`src/scr_pkg.sv`:
```
// Shared types and constants of the SIEVE replacement block.
// No dependencies.
`default_nettype none

package scr_pkg;

    localparam int CAPACITY_MAX_DEF = 64;
    localparam int ID_BITS_DEF      = 32;
    localparam int OBJ_W            = 32;
    localparam int CAP_W            = 7;
    localparam logic [CAP_W-1:0] CAP_RESET = 7'd64;

    // Operation codes
    localparam logic [1:0] OP_ACCESS = 2'd0;
    localparam logic [1:0] OP_PROBE  = 2'd1;
    localparam logic [1:0] OP_REMOVE = 2'd2;

    // Register index (byte address bit 2)
    localparam logic REG_CAPACITY = 1'b0;

    typedef struct packed {
        logic [1:0]       operation;
        logic [OBJ_W-1:0] object_id;
    } t_req;

    typedef struct packed {
        logic             hit;
        logic             evicted_valid;
        logic [OBJ_W-1:0] evicted_id;
    } t_rsp;

endpackage

`default_nettype wire

```
`src/scr_ram.sv`:
```
// Simple memory: one write port, one read port with registered read data.
// No dependencies.
`default_nettype none

module scr_ram #(
    parameter int W = 8,
    parameter int D = 64,
    localparam int AW = $clog2(D)
) (
    input  wire logic          i_clk,
    input  wire logic          i_we,
    input  wire logic [AW-1:0] i_waddr,
    input  wire logic [W-1:0]  i_wdata,
    input  wire logic [AW-1:0] i_raddr,
    output logic [W-1:0]       o_rdata
);

    logic [W-1:0] r_mem [D];

    // write port
    always_ff @(posedge i_clk) begin
        if (i_we) begin
            r_mem[i_waddr] <= i_wdata;
        end
    end

    // registered read
    always_ff @(posedge i_clk) begin
        o_rdata <= r_mem[i_raddr];
    end

endmodule

`default_nettype wire

```
`src/sieve_cache_replacement.sv`:
```
// SIEVE replacement controller: sequencer, presence flags and list memories.
// Depends on scr_pkg and scr_ram.
//
// Each request (access, probe or remove) is taken when start is high and busy is
// low, and its one result appears on o_rsp for a single cycle with o_done; the
// receiver cannot stall, so it must take the result in that cycle. Lookup walks
// the id memory's single read port one slot per cycle. A remove then unlinks the
// entry. A miss inserts the new id at the head, after an eviction while the
// occupancy has reached the capacity; each eviction moves the hand past visited
// entries (at most CAPACITY_MAX per lap). After reset the block is ready at once.
`default_nettype none

module sieve_cache_replacement #(
    parameter int CAPACITY_MAX = scr_pkg::CAPACITY_MAX_DEF,
    parameter int ID_BITS      = scr_pkg::ID_BITS_DEF
) (
    input  wire logic         i_clk,
    input  wire logic         i_rst_n,
    input  wire logic         start,
    output logic              busy,
    input  wire scr_pkg::t_req i_req,
    output logic              o_done,
    output scr_pkg::t_rsp     o_rsp,
    input  wire logic         psel,
    input  wire logic         penable,
    input  wire logic         pwrite,
    input  wire logic [2:0]   paddr,
    input  wire logic [31:0]  pwdata,
    output logic [31:0]       prdata,
    output logic              pready
);
    import scr_pkg::*;

    localparam int SW = $clog2(CAPACITY_MAX);
    localparam int CW = $clog2(CAPACITY_MAX + 1);
    localparam int EW = (CW > CAP_W) ? CW : CAP_W;
    localparam logic [CW-1:0] NIL = CW'(CAPACITY_MAX);

    localparam logic [3:0] ST_IDLE   = 4'd0;
    localparam logic [3:0] ST_FIND   = 4'd1;
    localparam logic [3:0] ST_DISP   = 4'd2;
    localparam logic [3:0] ST_RM_RD  = 4'd3;
    localparam logic [3:0] ST_UNLINK = 4'd4;
    localparam logic [3:0] ST_EVCHK  = 4'd5;
    localparam logic [3:0] ST_EV_RD  = 4'd6;
    localparam logic [3:0] ST_EV_TST = 4'd7;
    localparam logic [3:0] ST_INS    = 4'd8;
    localparam logic [3:0] ST_INS2   = 4'd9;

    logic [3:0]         r_state;
    logic [CAP_W-1:0]   r_cap;
    logic [1:0]         r_op;
    logic [ID_BITS-1:0] r_key;
    logic [CW-1:0]      r_idx;
    logic [SW-1:0]      r_pidx;
    logic               r_pv;
    logic [CW-1:0]      r_cur;
    logic [CW-1:0]      r_free;
    logic               r_evict;
    logic               r_ev_valid;
    logic [ID_BITS-1:0] r_ev_id;
    logic [CW-1:0]      r_head;
    logic [CW-1:0]      r_tail;
    logic [CW-1:0]      r_hand;
    logic [CW-1:0]      r_occ;
    logic               r_valid [CAPACITY_MAX];
    logic               r_vis   [CAPACITY_MAX];
    logic               r_done;
    t_rsp               r_rsp;

    logic [SW-1:0]      rd_addr;
    logic [ID_BITS-1:0] id_q;
    logic [CW-1:0]      lh_q;
    logic [CW-1:0]      lt_q;
    logic               id_we;
    logic               lh_we;
    logic [SW-1:0]      lh_wa;
    logic [CW-1:0]      lh_wd;
    logic               lt_we;
    logic [SW-1:0]      lt_wa;
    logic [CW-1:0]      lt_wd;
    logic [EW-1:0]      cap_eff;
    logic               need_evict;
    logic               match;
    logic               cfg_wr;

    // Read address: scan counter during lookup, else the current slot
    assign rd_addr = (r_state == ST_FIND) ? r_idx[SW-1:0] : r_cur[SW-1:0];

    scr_ram #(.W(ID_BITS), .D(CAPACITY_MAX)) u_id_ram (
        .i_clk(i_clk), .i_we(id_we), .i_waddr(r_free[SW-1:0]), .i_wdata(r_key),
        .i_raddr(rd_addr), .o_rdata(id_q)
    );
    scr_ram #(.W(CW), .D(CAPACITY_MAX)) u_lh_ram (
        .i_clk(i_clk), .i_we(lh_we), .i_waddr(lh_wa), .i_wdata(lh_wd),
        .i_raddr(rd_addr), .o_rdata(lh_q)
    );
    scr_ram #(.W(CW), .D(CAPACITY_MAX)) u_lt_ram (
        .i_clk(i_clk), .i_we(lt_we), .i_waddr(lt_wa), .i_wdata(lt_wd),
        .i_raddr(rd_addr), .o_rdata(lt_q)
    );

    // Link memory writes: unlink, prepend, and clearing the new head's link
    always_comb begin
        id_we = (r_state == ST_INS) && (r_free != NIL);
        lh_we = 1'b0;
        lh_wa = r_free[SW-1:0];
        lh_wd = NIL;
        lt_we = 1'b0;
        lt_wa = r_free[SW-1:0];
        lt_wd = r_head;
        case (r_state)
            ST_UNLINK: begin
                lt_we = (lh_q != NIL);
                lt_wa = lh_q[SW-1:0];
                lt_wd = lt_q;
                lh_we = (lt_q != NIL);
                lh_wa = lt_q[SW-1:0];
                lh_wd = lh_q;
            end
            ST_INS: begin
                lt_we = (r_free != NIL);
                lh_we = (r_free != NIL) && (r_head != NIL);
                lh_wa = r_head[SW-1:0];
                lh_wd = r_free;
            end
            ST_INS2: begin
                lh_we = (r_free != NIL);
            end
            default: begin
            end
        endcase
    end

    // Effective capacity, clamped to 1..CAPACITY_MAX
    always_comb begin
        if (r_cap == '0) begin
            cap_eff = EW'(1);
        end else if (EW'(r_cap) > EW'(CAPACITY_MAX)) begin
            cap_eff = EW'(CAPACITY_MAX);
        end else begin
            cap_eff = EW'(r_cap);
        end
    end

    assign need_evict = (EW'(r_occ) >= cap_eff) && (r_occ != '0);
    assign match      = r_pv && r_valid[r_pidx] && (id_q == r_key);
    assign cfg_wr     = psel && penable && pwrite;

    // Configuration port
    always_ff @(posedge i_clk) begin
        if (!i_rst_n) begin
            r_cap <= CAP_RESET;
        end else if (cfg_wr && (paddr[2] == REG_CAPACITY)) begin
            r_cap <= pwdata[CAP_W-1:0];
        end
    end

    assign prdata = (paddr[2] == REG_CAPACITY) ? 32'(r_cap) : '0;
    assign pready = 1'b1;

    // Sequencer
    always_ff @(posedge i_clk) begin
        if (!i_rst_n) begin
            r_state <= ST_IDLE;
            r_head  <= NIL;
            r_tail  <= NIL;
            r_hand  <= NIL;
            r_occ   <= '0;
            r_done  <= 1'b0;
            for (int i = 0; i < CAPACITY_MAX; i++) begin
                r_valid[i] <= 1'b0;
                r_vis[i]   <= 1'b0;
            end
        end else begin
            r_done <= 1'b0;
            case (r_state)
                ST_IDLE: begin
                    if (start) begin
                        r_op       <= i_req.operation;
                        r_key      <= ID_BITS'(i_req.object_id);
                        r_idx      <= '0;
                        r_pv       <= 1'b0;
                        r_free     <= NIL;
                        r_ev_valid <= 1'b0;
                        r_ev_id    <= '0;
                        r_state    <= ST_FIND;
                    end
                end
                // one slot per cycle through the id memory
                ST_FIND: begin
                    r_pidx <= r_idx[SW-1:0];
                    r_pv   <= 1'b1;
                    r_idx  <= r_idx + 1'b1;
                    if (r_pv && !r_valid[r_pidx] && (r_free == NIL)) begin
                        r_free <= CW'(r_pidx);
                    end
                    if (match) begin
                        r_cur   <= CW'(r_pidx);
                        r_state <= ST_DISP;
                    end else if (r_pv && (r_pidx == SW'(CAPACITY_MAX - 1))) begin
                        r_cur   <= NIL;
                        r_state <= ST_DISP;
                    end
                end
                ST_DISP: begin
                    r_rsp <= '0;
                    case (r_op)
                        OP_ACCESS: begin
                            if (r_cur != NIL) begin
                                r_vis[r_cur[SW-1:0]] <= 1'b1;
                                r_rsp.hit <= 1'b1;
                                r_done    <= 1'b1;
                                r_state   <= ST_IDLE;
                            end else begin
                                r_state <= ST_EVCHK;
                            end
                        end
                        OP_PROBE: begin
                            r_rsp.hit <= (r_cur != NIL);
                            r_done    <= 1'b1;
                            r_state   <= ST_IDLE;
                        end
                        OP_REMOVE: begin
                            if (r_cur != NIL) begin
                                r_evict <= 1'b0;
                                r_state <= ST_RM_RD;
                            end else begin
                                r_done  <= 1'b1;
                                r_state <= ST_IDLE;
                            end
                        end
                        default: begin
                            r_done  <= 1'b1;
                            r_state <= ST_IDLE;
                        end
                    endcase
                end
                ST_RM_RD: begin
                    r_state <= ST_UNLINK;
                end
                // take r_cur out of the list; links come from the read data
                ST_UNLINK: begin
                    if (lh_q == NIL) begin
                        r_head <= lt_q;
                    end
                    if (lt_q == NIL) begin
                        r_tail <= lh_q;
                    end
                    r_valid[r_cur[SW-1:0]] <= 1'b0;
                    r_vis[r_cur[SW-1:0]]   <= 1'b0;
                    if (r_occ != '0) begin
                        r_occ <= r_occ - 1'b1;
                    end
                    if (r_evict || (r_hand == r_cur)) begin
                        r_hand <= lh_q;
                    end
                    if (r_evict) begin
                        if (!r_ev_valid) begin
                            r_ev_valid <= 1'b1;
                            r_ev_id    <= id_q;
                        end
                        if (r_cur < r_free) begin
                            r_free <= r_cur;
                        end
                        r_state <= ST_EVCHK;
                    end else begin
                        r_rsp         <= '0;
                        r_rsp.hit     <= 1'b1;
                        r_done        <= 1'b1;
                        r_state       <= ST_IDLE;
                    end
                end
                ST_EVCHK: begin
                    if (need_evict) begin
                        r_cur   <= (r_hand != NIL) ? r_hand : r_tail;
                        r_evict <= 1'b1;
                        r_state <= ST_EV_RD;
                    end else begin
                        r_state <= ST_INS;
                    end
                end
                ST_EV_RD: begin
                    r_state <= ST_EV_TST;
                end
                // hand step: clear visited and move toward head, wrapping to tail
                ST_EV_TST: begin
                    if (r_vis[r_cur[SW-1:0]]) begin
                        r_vis[r_cur[SW-1:0]] <= 1'b0;
                        r_cur   <= (lh_q != NIL) ? lh_q : r_tail;
                        r_state <= ST_EV_RD;
                    end else begin
                        r_state <= ST_UNLINK;
                    end
                end
                // prepend at head, unvisited
                ST_INS: begin
                    if (r_free != NIL) begin
                        r_valid[r_free[SW-1:0]] <= 1'b1;
                        r_vis[r_free[SW-1:0]]   <= 1'b0;
                        if (r_head == NIL) begin
                            r_tail <= r_free;
                        end
                        r_head <= r_free;
                        r_occ  <= r_occ + 1'b1;
                    end
                    r_state <= ST_INS2;
                end
                ST_INS2: begin
                    r_rsp.hit           <= 1'b0;
                    r_rsp.evicted_valid <= r_ev_valid;
                    r_rsp.evicted_id    <= OBJ_W'(r_ev_id);
                    r_done              <= 1'b1;
                    r_state             <= ST_IDLE;
                end
                default: begin
                    r_state <= ST_IDLE;
                end
            endcase
        end
    end

    assign busy   = (r_state != ST_IDLE);
    assign o_done = r_done;
    assign o_rsp  = r_rsp;

endmodule

`default_nettype wire

```
`config.mk`:
```
export PLATFORM = sky130hd
export DESIGN_NAME = sieve_cache_replacement
export DESIGN_NICKNAME = d
export VERILOG_FILES = /design/src/scr_pkg.sv /design/src/scr_ram.sv /design/src/sieve_cache_replacement.sv
export SDC_FILE = /design/constraint.sdc
export NUM_CORES = 2
export LEC_CHECK = 0
export ABC_CLOCK_PERIOD_IN_PS = 11500
export BUFFER_PORTS_ARGS = -buffer_cell sky130_fd_sc_hd__buf_2
export CORE_ASPECT_RATIO = 1.75
export CORE_MARGIN = 2
export CORE_UTILIZATION = 35
export DETAILED_ROUTE_END_ITERATION = 16
export PLACE_DENSITY_LB_ADDON = 0.2
export SYNTH_ARGS = -nofsm -noshare
export SYNTH_HDL_FRONTEND = slang
export SYNTH_HIERARCHICAL = 1
export SYNTH_SLANG_ARGS = --single-unit
```
`constraint.sdc`:
```
create_clock -name i_clk -period 11.5 [get_ports i_clk]
set_input_delay 2.3 -clock i_clk [delete_from_list [all_inputs] [get_ports i_clk]]
set_output_delay 2.3 -clock i_clk [all_outputs]
set_load 0.01 [all_outputs]
```
==> results.ini <==
[timing]
worst_pin_slew_ns = 1.35
hold_viol_final = 0
slew_headroom = 0.0929
setup_tns_ns = 0
period_needed_ns = 6.16
rsz0062_at_grt = no
slew_violations = 0
fin_ws_ns = 5.34
setup_viol = 0
fin_crit_sh = 0.536
fmax_mhz = 162
finClkSkew_ns = 0.0517

[logic_synthesis]
synth_fa_ha_area_frac = 0.00199
syn_inst = 6619
synth_seq_cells = 3299
yosysTopAreaCell = edfxtp_1
yosys-mux-area-fraction = 0.143
postSynthAreaPerCell_um2 = 19.6
synth_cell_type_count = 84
synth_top_area_share = 0.713
synth_area_leaders = edfxtp_1, mux4_2, dfxtp_1
synth_top_family_by_area = multiplexers
synthXorXnorAreaFrac = 0.00331
ys_warn_count = 6
async_flop_share = 0
synth_compound_area_frac = 0.0467
synth_flop_cell = edfxtp_1
synthSimpleGateAreaFrac = 0.0356
synth-edff-count = 3073
syn-cell-area_mm2 = 0.129
yosysSeqAreaShare = 0.748

[power_and_ir_drop]
power_density_mw_per_mm2 = 194
sw_frac_of_total = 0.261
power.switching_mw = 7.42
p_leak_nw = 45.1
finalPower_mw = 28.4
power_frac_seq = 0.476
p_int_mw = 21.0
peakVddDrop_uv = 126
comb_power_share = 0.147
clkPwrFrac = 0.377

[placed_design]
pre_cts_slack_ns = 5.30
hpwl_mm = 217
dp_cells = 11400
gp_congestion = 0.860
portBuffers = 90

[clock_network]
cts.path.max_buffers = 4
postCtsResizedCells = 0
htreeDepth = 5
clock_latency_ns = 0.90
cts_root_buffer = clkbuf_16
cts-buffers-inserted = 319
cts_setup_buffers = 0
clk_pin_slew_ns = 0.07
clkSinkCount = 3299
cts_hold_buffers = 0
cts_tree = built

[setup_path]
cp_max_fo = 70
cp-start-kind = flop
arrival_ns = 6.93
cp-end-kind = flop
crit_type = flop to flop
crit_path_top_delay_cell = buf_4
cp_data_required_time_ns = 12.27
crit_path_max_incr_delay_ns = 0.75
crit_chain = nor2b_1 -> nand2_1 -> inv_1 -> nand2_1 -> nand2_4 -> buf_12 -> buf_4 -> buf_4 -> mux4_2 -> mux2i_1 -> a211oi_1 -> a22o_1

[drt]
drt-initial-drc-count = 5893
ant_nets = 0
wirelength_mm = 362
num_vias = 65400
viasPerCell = 5.47
route.detailed.drc = 0
wire_per_inst_um = 30.3
dr.pass1.iters = 6

[floorplanning]
die_y_um = 809
rows = 295
die_area_mm2 = 0.375
initial_core_util = 0.352
coreArea_mm2 = 0.368
die_width_um = 464
io_pins = 144

[layout]
stdcell_count = 12000
drive_gt1_frac = 0.229
fillers = 33200
layout.nets = 6897
mostFrequentLayoutCells = edfxtp_1, mux4_2, clkbuf_16
area_growth_pct = 13.0
mostFrequentLayoutCell = edfxtp_1

[grt]
globalRouteOverflowTotal = 0
grt_max_degree = 121
grt_use_total = 0.189
antenna_found_initial = 18
grt_pass1_vias = 68700
grt_first_pass_wirelength_mm = 511

[flow_run]
max-cap-violations = 0

[hold_path]
hold_class = flop to flop

[run_status]
status = finished clean

sequential cells by signal, indices dropped and copies added (netlist names), 32 cells and up, named ones only:
name	cells
r_key	32
u_lh_ram/r_mem	448
u_id_ram/o_rdata	32
u_id_ram/r_mem	2048
r_ev_id	32
r_valid	64
r_vis	64
u_lt_ram/r_mem	448
o_rsp	34
worst paths after layout:
kind | start | endpoint | slack, ns | cells past startpoint
max reg2reg | r_state[0] | u_lt_ram/o_rdata[6] | 5.34 | 12
min | r_valid[14] | r_valid[14] | 0.49 | 2
max | r_state[0] | u_lt_ram/o_rdata[6] | 5.34 | 12
min reg2reg | r_valid[14] | r_valid[14] | 0.49 | 2
cells in the mapped netlist (47+ instances only):
master / number
and3_1: 47
a32oi_1: 128
nor2_1: 382
a21oi_1: 96
buf_4: 65
edfxtp_1: 3073
a31oi_1: 88
nand3_1: 148
o22ai_1: 76
nand2_1: 145
a22oi_1: 149
mux2i_1: 245
clkbuf_1: 174
o21ai_0: 58
mux4_2: 696
dfxtp_1: 226
buf_2: 140
cell families (layout without fill, tap and decap cells):
kind of cell / count (synthesis) / count (layout)
simple gates: 960 / 960
other cells: 2 / 32
fa+ha+maj: 20 / 20
buf+inv: 486 / 895
flops: 3299 / 3299
compound gates: 837 / 837
mux: 966 / 966
xor+xnor: 49 / 49
cell type report:
cell class,count,area [µm²],area share
antenna,6,15.0,0.000103
sequential,3299,96800,0.662
tap,4900,6130,0.0419
clock buffer,419,8810,0.0602
multi-input combinational,2858,30700,0.210
inverter,30,114,0.000778
timing repair buffer,294,2140,0.0147
clock inverter,152,1640,0.0112
critical path: cells and delay by family, from the launching register on:
family | cells | cell delay, ns
compound gates | 2 | 0.59
simple gates | 4 | 1.50
flops | 1 | 0.57
buf+inv | 4 | 2.33
mux | 2 | 0.89
power groups by stage:
stage	clock, mW	combinational [mW]	sequential [mW]
after floorplan	0	2.86	13.6
after global placement	0	4.22	13.8
after global routing	11.4	4.43	13.5
after detailed placement	0	4.25	13.8
final	10.7	4.18	13.5
after CTS	11.0	4.26	13.5
stage by stage:
stage	cell area, µm²	hold WS (ns)	util
finish	146000	0.490	0.397
global route	146000	0.506	0.397
CTS	146000	0.491	0.397
detailed placement	136000	0.476	0.369
global placement	136000	0.458	0.369
floorplan	130000	0.445	-
layer usage:
metal  global-route usage  up-vias  part of all wire
met5                    0        -           0.00013
met4               0.0628        8             0.034
met3               0.0211      543             0.042
met2                0.360     1913              0.55
met1                0.217    35200              0.37
li1                     -    27700                 -
Note: power is estimated with default switching activity, not from simulation.
